--- config.mk ---
export PLATFORM = sky130hd
export DESIGN_NAME = first_fit_block_allocator_core
export DESIGN_NICKNAME = d
export VERILOG_FILES = /design/src/ffba_pkg.sv /design/src/first_fit_block_allocator_core.sv /design/src/ffba_cell.sv /design/src/ffba_head.sv
export SDC_FILE = /design/constraint.sdc
export NUM_CORES = 1
export LEC_CHECK = 0
export BUFFER_PORTS_ARGS = -buffer_cell sky130_fd_sc_hd__buf_4
export CAP_MARGIN = 20
export CORE_ASPECT_RATIO = 2
export CORE_MARGIN = 2
export CORE_UTILIZATION = 23
export CTS_BUF_LIST = sky130_fd_sc_hd__clkbuf_8
export DETAILED_ROUTE_END_ITERATION = 6
export GPL_ROUTABILITY_DRIVEN = 0
export MAX_ROUTING_LAYER = met4
export SLEW_MARGIN = 20
export SYNTH_ARGS = -nofsm -noshare
export SYNTH_HDL_FRONTEND = slang
export SYNTH_SLANG_ARGS = --single-unit
--- constraint.sdc ---
create_clock -name i_clk -period 6.6 [get_ports i_clk]
set_clock_uncertainty 0.15 [all_clocks]
set_input_delay 1.32 -clock i_clk [delete_from_list [all_inputs] [get_ports i_clk]]
set_output_delay 1.32 -clock i_clk [all_outputs]
set_load 0.02 [all_outputs]
--- src/ffba_pkg.sv ---
// ----------------------------------------------------------------------------
// ffba_pkg
// Shared types and constants of the first-fit block allocator: item
// structs, block table entry, status codes and chain control.
// ----------------------------------------------------------------------------
package ffba_pkg;

    localparam logic OP_ALLOC = 1'b0;
    localparam logic OP_FREE  = 1'b1;

    // smallest leftover payload that still justifies a split
    localparam logic [17:0] SPLIT_SLACK = 18'd8;

    localparam int BREAK_W = 17;

    typedef enum logic [1:0] {
        STAT_OK      = 2'd0,
        STAT_OOM     = 2'd1,
        STAT_FULL    = 2'd2,
        STAT_BADADDR = 2'd3
    } t_status;

    typedef struct packed {
        logic        opcode;
        logic [15:0] request_size;
        logic [15:0] free_address;
    } t_in_item;

    typedef struct packed {
        logic [15:0] payload_address;
        t_status     status;
    } t_out_item;

    typedef struct packed {
        logic [15:0] start;
        logic [15:0] size;
        logic        free;
        logic        valid;
    } t_entry;

    typedef struct packed {
        logic shift;
        logic compact;
        logic phase;
    } t_chain_ctl;

endpackage

--- src/first_fit_block_allocator_core.sv ---
// ----------------------------------------------------------------------------
// first_fit_block_allocator_core
// First-fit heap allocator with block split and free-block merging, built
// as a ring of table cells around one processing head.
// ----------------------------------------------------------------------------
// Input item: opcode (allocate or free), request_size, free_address, taken on
// i_in_valid & o_in_ready. Result item: payload_address and status, offered on
// o_out_valid until i_out_ready. One item is in work at a time.
// An allocate rotates the whole table once past the head. A free takes the
// same scan, during which the block is marked and merged with its free
// neighbors, followed by a check and an odd-even compaction of the table
// that runs until the valid entries form a run from index zero. A free of
// address zero skips the scan and goes straight to the result. The input is
// ready again in the cycle in which the result is loaded.
// The rate is set by the ring: one table entry passes the head per cycle.
// Reset clears the table valid marks, the heap break and the result register;
// the block is ready in the first cycle after reset. A stalled receiver holds
// the result in the output register; the next item may be accepted meanwhile
// and its result waits until the register is free.
// ----------------------------------------------------------------------------
module first_fit_block_allocator_core #(
    parameter int HEAP_BYTES   = 65536,
    parameter int MAX_BLOCKS   = 32,
    parameter int HEADER_BYTES = 24
) (
    input  logic                i_clk,
    input  logic                i_rst_n,
    input  logic                i_in_valid,
    output logic                o_in_ready,
    input  ffba_pkg::t_in_item  i_in_item,
    output logic                o_out_valid,
    input  logic                i_out_ready,
    output ffba_pkg::t_out_item o_out_item
);

    ffba_pkg::t_entry     entry [MAX_BLOCKS];
    ffba_pkg::t_entry     y;
    ffba_pkg::t_chain_ctl ctl;
    logic [MAX_BLOCKS-1:0] vmask;
    logic [MAX_BLOCKS-1:0] vmask_inc;
    logic                 packed_ok;

    assign vmask_inc = vmask + {{(MAX_BLOCKS-1){1'b0}}, 1'b1};
    // valid marks form a run from index zero
    assign packed_ok = ((vmask_inc & vmask) == '0);

    for (genvar k = 0; k < MAX_BLOCKS; k++) begin : g_cell
        ffba_pkg::t_entry right;
        logic             left_valid;
        logic             lower;

        if (k == MAX_BLOCKS - 1) begin : g_tail
            assign right = y;
        end else begin : g_mid
            assign right = entry[k+1];
        end

        if (k == 0) begin : g_first
            assign left_valid = 1'b1;
        end else begin : g_rest
            assign left_valid = entry[k-1].valid;
        end

        if (k % 2 == 0) begin : g_even
            assign lower = ~ctl.phase;
        end else begin : g_odd
            assign lower = ctl.phase;
        end

        assign vmask[k] = entry[k].valid;

        ffba_cell u_cell (
            .i_clk        (i_clk),
            .i_rst_n      (i_rst_n),
            .i_ctl        (ctl),
            .i_lower      (lower),
            .i_right      (right),
            .i_left_valid (left_valid),
            .o_entry      (entry[k])
        );
    end

    ffba_head #(
        .HEAP_BYTES   (HEAP_BYTES),
        .MAX_BLOCKS   (MAX_BLOCKS),
        .HEADER_BYTES (HEADER_BYTES)
    ) u_head (
        .i_clk        (i_clk),
        .i_rst_n      (i_rst_n),
        .i_in_valid   (i_in_valid),
        .o_in_ready   (o_in_ready),
        .i_in_item    (i_in_item),
        .o_out_valid  (o_out_valid),
        .i_out_ready  (i_out_ready),
        .o_out_item   (o_out_item),
        .i_head       (entry[0]),
        .i_tail_valid (entry[MAX_BLOCKS-1].valid),
        .i_packed     (packed_ok),
        .o_ctl        (ctl),
        .o_y          (y)
    );

endmodule

--- src/ffba_cell.sv ---
// ----------------------------------------------------------------------------
// ffba_cell
// One block table entry. Shifts toward the head of the ring, or takes part
// in an odd-even compaction step that moves valid entries to low indices.
// ----------------------------------------------------------------------------
module ffba_cell (
    input  logic                i_clk,
    input  logic                i_rst_n,
    input  ffba_pkg::t_chain_ctl i_ctl,
    input  logic                i_lower,
    input  ffba_pkg::t_entry    i_right,
    input  logic                i_left_valid,
    output ffba_pkg::t_entry    o_entry
);

    ffba_pkg::t_entry r_entry;
    ffba_pkg::t_entry n_entry;

    always_comb begin
        n_entry = r_entry;
        if (i_ctl.shift) begin
            n_entry = i_right;
        end else if (i_ctl.compact) begin
            if (i_lower) begin
                if (!r_entry.valid && i_right.valid) begin
                    n_entry = i_right;
                end
            end else begin
                if (!i_left_valid && r_entry.valid) begin
                    n_entry.valid = 1'b0;
                end
            end
        end
    end

    always_ff @(posedge i_clk) begin
        if (!i_rst_n) begin
            r_entry.valid <= 1'b0;
        end else begin
            r_entry <= n_entry;
        end
    end

    assign o_entry = r_entry;

endmodule

--- src/ffba_head.sv ---
// ----------------------------------------------------------------------------
// ffba_head
// Head of the block ring: sequences the scan and compaction passes, does
// first-fit, split, extension, free marking and merging on the entry that
// leaves cell 0, and holds the heap break and the result register.
// ----------------------------------------------------------------------------
module ffba_head #(
    parameter int HEAP_BYTES   = 65536,
    parameter int MAX_BLOCKS   = 32,
    parameter int HEADER_BYTES = 24
) (
    input  logic                  i_clk,
    input  logic                  i_rst_n,
    input  logic                  i_in_valid,
    output logic                  o_in_ready,
    input  ffba_pkg::t_in_item    i_in_item,
    output logic                  o_out_valid,
    input  logic                  i_out_ready,
    output ffba_pkg::t_out_item   o_out_item,
    input  ffba_pkg::t_entry      i_head,
    input  logic                  i_tail_valid,
    input  logic                  i_packed,
    output ffba_pkg::t_chain_ctl  o_ctl,
    output ffba_pkg::t_entry      o_y
);

    localparam int          CNT_W = $clog2(MAX_BLOCKS + 1);
    localparam logic [CNT_W-1:0] LAST = CNT_W'(MAX_BLOCKS);
    localparam logic [15:0] HDR16 = 16'(HEADER_BYTES);
    localparam logic [17:0] HDR18 = 18'(HEADER_BYTES);
    localparam logic [17:0] HEAP18 = 18'(HEAP_BYTES);

    typedef enum logic [1:0] {
        S_IDLE,
        S_SCAN,
        S_PACK,
        S_DONE
    } t_state;

    t_state                          r_state, n_state;
    logic                            r_op, n_op;
    logic [15:0]                     r_req, n_req;
    logic [15:0]                     r_faddr, n_faddr;
    ffba_pkg::t_entry                r_p, n_p;
    ffba_pkg::t_entry                r_q, n_q;
    logic                            r_done, n_done;
    logic                            r_found, n_found;
    logic                            r_full, n_full;
    logic                            r_phase, n_phase;
    logic [CNT_W-1:0]                r_cnt, n_cnt;
    logic [ffba_pkg::BREAK_W-1:0]    r_brk, n_brk;
    logic [15:0]                     r_addr, n_addr;
    ffba_pkg::t_status               r_status, n_status;
    logic                            r_out_valid, n_out_valid;
    ffba_pkg::t_out_item             r_out_item, n_out_item;

    logic [17:0]          pay;
    logic [17:0]          end_addr;
    logic                 oom;
    logic                 fits;
    logic                 split;
    ffba_pkg::t_entry     xm;
    ffba_pkg::t_entry     y;
    ffba_pkg::t_chain_ctl ctl;

    assign pay      = {1'b0, r_brk} + HDR18;
    assign end_addr = pay + {2'b00, r_req};
    assign oom      = (end_addr > HEAP18) || (pay >= HEAP18);
    assign fits     = i_head.valid && i_head.free && (i_head.size >= r_req);
    assign split    = ({2'b00, i_head.size} >= ({2'b00, r_req} + HDR18 + ffba_pkg::SPLIT_SLACK))
                      && !r_full;

    always_comb begin
        n_state     = r_state;
        n_op        = r_op;
        n_req       = r_req;
        n_faddr     = r_faddr;
        n_p         = r_p;
        n_q         = r_q;
        n_done      = r_done;
        n_found     = r_found;
        n_full      = r_full;
        n_phase     = r_phase;
        n_cnt       = r_cnt;
        n_brk       = r_brk;
        n_addr      = r_addr;
        n_status    = r_status;
        n_out_valid = r_out_valid && !i_out_ready;
        n_out_item  = r_out_item;
        y           = '0;
        ctl         = '0;
        xm          = i_head;

        case (r_state)
            S_IDLE: begin
                if (i_in_valid) begin
                    n_op     = i_in_item.opcode;
                    n_req    = i_in_item.request_size;
                    n_faddr  = i_in_item.free_address;
                    n_p      = '0;
                    n_q      = '0;
                    n_done   = 1'b0;
                    n_found  = 1'b0;
                    n_full   = i_tail_valid;
                    n_cnt    = '0;
                    n_addr   = '0;
                    n_status = ffba_pkg::STAT_OK;
                    if (i_in_item.opcode == ffba_pkg::OP_FREE
                            && i_in_item.free_address == 16'd0) begin
                        n_state = S_DONE;
                    end else begin
                        n_state = S_SCAN;
                    end
                end
            end
            S_SCAN: begin
                ctl.shift = 1'b1;
                n_cnt     = r_cnt + 1'b1;
                y         = r_p;
                if (r_op == ffba_pkg::OP_ALLOC) begin
                    if (r_q.valid) begin
                        // one entry of delay after a split, dropped at the next hole
                        n_p = r_q;
                        n_q = i_head.valid ? i_head : '0;
                    end else if (!r_done && fits) begin
                        n_done   = 1'b1;
                        n_addr   = i_head.start + HDR16;
                        n_status = ffba_pkg::STAT_OK;
                        if (split) begin
                            n_p.start = i_head.start;
                            n_p.size  = r_req;
                            n_p.free  = 1'b0;
                            n_p.valid = 1'b1;
                            n_q.start = i_head.start + HDR16 + r_req;
                            n_q.size  = i_head.size - r_req - HDR16;
                            n_q.free  = 1'b1;
                            n_q.valid = 1'b1;
                        end else begin
                            n_p      = i_head;
                            n_p.free = 1'b0;
                        end
                    end else if (!r_done && !i_head.valid && r_cnt != LAST && !oom) begin
                        // first empty slot after the last block: extend the heap
                        n_done    = 1'b1;
                        n_p.start = r_brk[15:0];
                        n_p.size  = r_req;
                        n_p.free  = 1'b0;
                        n_p.valid = 1'b1;
                        n_brk     = end_addr[ffba_pkg::BREAK_W-1:0];
                        n_addr    = pay[15:0];
                        n_status  = ffba_pkg::STAT_OK;
                    end else begin
                        n_p = i_head;
                    end
                end else begin
                    if (i_head.valid && !r_found
                            && ({1'b0, i_head.start} + {1'b0, HDR16}) == {1'b0, r_faddr}) begin
                        xm.free = 1'b1;
                        n_found = 1'b1;
                    end
                    if (r_p.valid && r_p.free && xm.valid && xm.free) begin
                        y          = '0;
                        n_p.size   = r_p.size + HDR16 + xm.size;
                    end else begin
                        n_p = xm;
                    end
                end
                if (r_cnt == LAST) begin
                    if (r_op == ffba_pkg::OP_ALLOC) begin
                        if (!n_done) begin
                            n_addr   = '0;
                            n_status = oom ? ffba_pkg::STAT_OOM : ffba_pkg::STAT_FULL;
                        end
                        n_state = S_DONE;
                    end else begin
                        n_addr   = '0;
                        n_status = n_found ? ffba_pkg::STAT_OK : ffba_pkg::STAT_BADADDR;
                        n_phase  = 1'b0;
                        n_state  = S_PACK;
                    end
                end
            end
            S_PACK: begin
                if (i_packed) begin
                    n_state = S_DONE;
                end else begin
                    ctl.compact = 1'b1;
                    ctl.phase   = r_phase;
                    n_phase     = ~r_phase;
                end
            end
            S_DONE: begin
                if (!r_out_valid || i_out_ready) begin
                    n_out_valid                = 1'b1;
                    n_out_item.payload_address = r_addr;
                    n_out_item.status          = r_status;
                    n_state                    = S_IDLE;
                end
            end
            default: begin
                n_state = S_IDLE;
            end
        endcase
    end

    always_ff @(posedge i_clk) begin
        if (!i_rst_n) begin
            r_state     <= S_IDLE;
            r_brk       <= '0;
            r_out_valid <= 1'b0;
            r_phase     <= 1'b0;
            r_cnt       <= '0;
            r_done      <= 1'b0;
            r_found     <= 1'b0;
            r_p.valid   <= 1'b0;
            r_q.valid   <= 1'b0;
        end else begin
            r_state     <= n_state;
            r_brk       <= n_brk;
            r_out_valid <= n_out_valid;
            r_phase     <= n_phase;
            r_cnt       <= n_cnt;
            r_done      <= n_done;
            r_found     <= n_found;
            r_p         <= n_p;
            r_q         <= n_q;
        end
        r_op       <= n_op;
        r_req      <= n_req;
        r_faddr    <= n_faddr;
        r_full     <= n_full;
        r_addr     <= n_addr;
        r_status   <= n_status;
        r_out_item <= n_out_item;
    end

    assign o_in_ready  = (r_state == S_IDLE);
    assign o_out_valid = r_out_valid;
    assign o_out_item  = r_out_item;
    assign o_ctl       = ctl;
    assign o_y         = y;

endmodule
==> impl_metrics.csv <==
group,metric,value,unit
timing,hold_violations,0,
global_routing,antenna_found_initial,14,
cells_and_area,drive_gt1_share,13.0,%
drt,top_layer_used,"met4",
timing,worst_pin_slew,1.04,ns
pwr,power-per-cell-area,353,nW/um^2
cells_and_area,layout_commonest_cell,"edfxtp_1",
synthesis,netlist_area,46900,um^2
outcome,status,"complete, no violations",
synthesis,dominantRegCellSynth,"edfxtp_1",
timing,min_period,5.41,ns
timing,min_period_over_period,82.0,%
drt,antenna_left,0,
die,fp.dieW,323,um
global_routing,grt_pass1_vias,25600,
critical_path,arrival,5.84,ns
critical_path,required,7.03,ns
pwr,ir_worst_vdd,165,uV
die,rows,234,
die,die_area,208000,um^2
pwr,fin_total_pwr,0.0191,W
global_routing,grt_max_degree,78,
clock_network,insertion_delay,0.86,ns
timing,drv_slew,0,
synthesis,netlist_instances,2780,
drt,drc,0,
pwr,leakagePower,17.4,nW
synthesis,seq_area_frac_synth,79.1,%
timing,rsz0062_at_grt,"no",
critical_path,startpoint,"u_head.r_brk[3]$_SDFFE_PN0P_",
drt,dr.first_iter.drc_count,2028,
die,io_pins,57,
critical_path,rrSetupSlack,1.19,ns
synthesis,syn-num-nets,2944,
clock_network,clockBufferDepth,4,
cells_and_area,nNetsFinal,3121,
timing,fmax,185,MHz
critical_path,crit_type,"register to register",
drt,routed-wl-met2,61400,um
drt,wl_met1,37500,um
cells_and_area,final_cell_mix,"edfxtp_1, nor2_1, clkbuf_8, inv_1, ha_1",
clock_network,cts_resized,0,
timing,final-setup-viol-count,0,
global_routing,grt.overflow.total,0,
synthesis,synth_edf_count,1192,
clock_network,path_clk_slew,0.07,ns
synthesis,avgSynthCellArea,16.9,um^2
clock_network,cts.sinks,1255,
critical_path,critPathCaptureType,"register",
critical_path,crit_fanout,27,
synthesis,synth_seq_cells,1255,
placed_design,dp_hpwl,78100,um
timing,setup_tns,0,ns
drt,wire_per_inst,19.2,um
clock_network,post_cts_buffers,0,
timing,slew_headroom,29.8,%
critical_path,r2r_cells,17,
cells_and_area,area_delta_synth_final,15.1,%
min_path,holdPathStages,0,
global_routing,grt_first_pass_wirelength,163000,um
cells_and_area,utilization,26.6,%
clock_network,numCtsBuffers,166,
drt,drt-total-wl,111000,um
flow_run,drv_cap,0,
die,core,203000,um^2
min_path,hp-class,"register to register",
drt,wl_met3,5290,um
drt,viasPerCell,4.21,
drt,routed-via-count,24400,
critical_path,crit_path_end,"u_head.r_addr[9]$_SDFFCE_PN0P_",
clock_network,htreeDepth,4,
clock_network,hold_buffers,0,
die,die_y,642,um
synthesis,ys_types,87,
critical_path,worstReg2RegEnd,"u_head.r_addr[9]$_SDFFCE_PN0P_",
synthesis,yosysWarnings,0,
die,initial_core_util,23.1,%
synthesis,async_reset_ff_share,0,%
placed_design,portBuffers,56,
clock_network,cts_tree,"built",
drt,drtPass1Iterations,6,
critical_path,r2r_start,"u_head.r_brk[3]$_SDFFE_PN0P_",
critical_path,startpoint_type,"register",
global_routing,grt_use_total,10.9,%
clock_network,root_buffer,"clkbuf_8",
[worst min-delay path by stage]
stage / from / end / slack [ns]
2_1_floorplan: g_cell[1].u_cell.o_entry[10]$_DFFE_PP_ / g_cell[0].u_cell.o_entry[10]$_DFFE_PP_ / 0.25
3_3_place_gp: g_cell[24].u_cell.o_entry[17]$_DFFE_PP_ / g_cell[23].u_cell.o_entry[17]$_DFFE_PP_ / 0.25
3_5_place_dp: g_cell[11].u_cell.o_entry[19]$_DFFE_PP_ / g_cell[10].u_cell.o_entry[19]$_DFFE_PP_ / 0.25
4_1_cts: g_cell[6].u_cell.o_entry[24]$_DFFE_PP_ / g_cell[5].u_cell.o_entry[24]$_DFFE_PP_ / 0.21
5_1_grt: g_cell[4].u_cell.o_entry[4]$_DFFE_PP_ / g_cell[3].u_cell.o_entry[4]$_DFFE_PP_ / 0.24
6_report: g_cell[6].u_cell.o_entry[24]$_DFFE_PP_ / g_cell[5].u_cell.o_entry[24]$_DFFE_PP_ / 0.22
[cells in the mapped netlist (6+ instances only)]
| master | instances | share of area [%] |
|---|---|---|
| nand2b_1 | 8 | 0.11 |
| nor4_1 | 15 | 0.20 |
| nand4_1 | 17 | 0.23 |
| buf_2 | 8 | 0.085 |
| and3_1 | 20 | 0.27 |
| a211oi_1 | 31 | 0.50 |
| edfxtp_1 | 1192 | 76 |
| a2111oi_1 | 6 | 0.13 |
| dfxtp_1 | 63 | 2.7 |
| o21a_1 | 9 | 0.14 |
| o31ai_1 | 21 | 0.34 |
| nand3_1 | 50 | 0.53 |
| xor2_1 | 37 | 0.69 |
| and2_1 | 39 | 0.52 |
| a21oi_1 | 121 | 1.3 |
| nor4_2 | 6 | 0.16 |
| fa_1 | 6 | 0.26 |
| xnor2_1 | 69 | 1.3 |
| o21ai_0 | 74 | 0.79 |
| inv_1 | 119 | 0.95 |
| nand2_1 | 73 | 0.58 |
| a21o_1 | 23 | 0.37 |
| nor3b_1 | 13 | 0.21 |
| buf_1 | 6 | 0.048 |
| o211ai_1 | 9 | 0.14 |
| nand3b_1 | 6 | 0.096 |
| clkbuf_1 | 82 | 0.66 |
| o2111ai_1 | 6 | 0.11 |
| o221ai_1 | 29 | 0.54 |
| nor3_1 | 76 | 0.81 |
| ha_1 | 121 | 3.2 |
| a31oi_1 | 11 | 0.15 |
| nor2b_1 | 13 | 0.17 |
| or3_1 | 12 | 0.16 |
| mux2i_1 | 36 | 0.77 |
| a22oi_1 | 34 | 0.54 |
| o21bai_1 | 7 | 0.11 |
| nor2_1 | 214 | 1.7 |
[registers in the layout (all words and copies together) (netlist names)]
name,cells
g_cell.u_cell.o_entry,1088
u_head.o_out_item,18
u_head.o_out_valid,1
u_head.r_addr,16
u_head.r_brk,17
u_head.r_cnt,6
u_head.r_done,1
u_head.r_faddr,16
u_head.r_found,1
u_head.r_full,1
u_head.r_op,1
u_head.r_p,34
u_head.r_phase,1
u_head.r_q,34
u_head.r_req,16
u_head.r_state,2
u_head.r_status,2
[metrics by stage]
step                      worst slack (ns)  std cells  cell area, um^2  hold WS (ns)
after floorplan                       1.30       2780            46900         0.250
after global placement                1.32       5503            50800         0.254
after detailed placement              1.31       5503            50800         0.255
after CTS                             1.26       5790            53900         0.206
after global routing                 0.884       5795            53900         0.235
final                                 1.19       5799            53900         0.221
[per-layer routing]
metal	global-route usage (%)	vias to the layer above
li1	-	11000
met1	10.2	12300
met2	20.3	796
met3	1.80	335
met4	6.73	0
met5	-	-
[where the power goes]
group | internal (W) | leakage, nW | switching, W
Combinational | 0.00106 | 4.35 | 0.00219
Clock | 0.00283 | 1.73 | 0.00289
Sequential | 0.00958 | 11.4 | 0.000521
[kinds of logic after synthesis]
family	share of synthesized area, %
DFF	79.1
AOI/OAI and AO/OA	6.46
and+or+nand+nor	6.26
muxes	0.889
buffers and inverters	1.82
xor gates and xnor gates	1.98
adders and majority gates	3.51
[layout make-up]
| class | count | area (um^2) |
|---|---|---|
| clock inverters | 114 | 759 |
| flip-flops and latches | 1255 | 37100 |
| inverters | 120 | 450 |
| diodes | 9 | 22.5 |
| clock buffers | 173 | 2380 |
| multi-input cells | 1305 | 9060 |
| repair buffers | 109 | 818 |
| fillers | 20400 | 149000 |
| well taps | 2714 | 3400 |
[worst max-delay path: stages (launching register included)]
cell and delay (ns):
dfxtp_1 0.41, inv_1 0.11, ha_1 0.23, nand3b_1 0.28, nor2_1 0.20, xnor2_1 0.16, inv_1 0.07, ha_1 0.39
a21o_1 0.26, a21o_1 0.21, o31ai_1 0.38, a22o_1 0.21, or4b_4 0.48, o41ai_4 0.57, and4b_1 0.30, buf_4 0.34
nor3_1 0.10, a2111oi_1 0.31
Note: power is estimated with default switching activity, not from simulation.
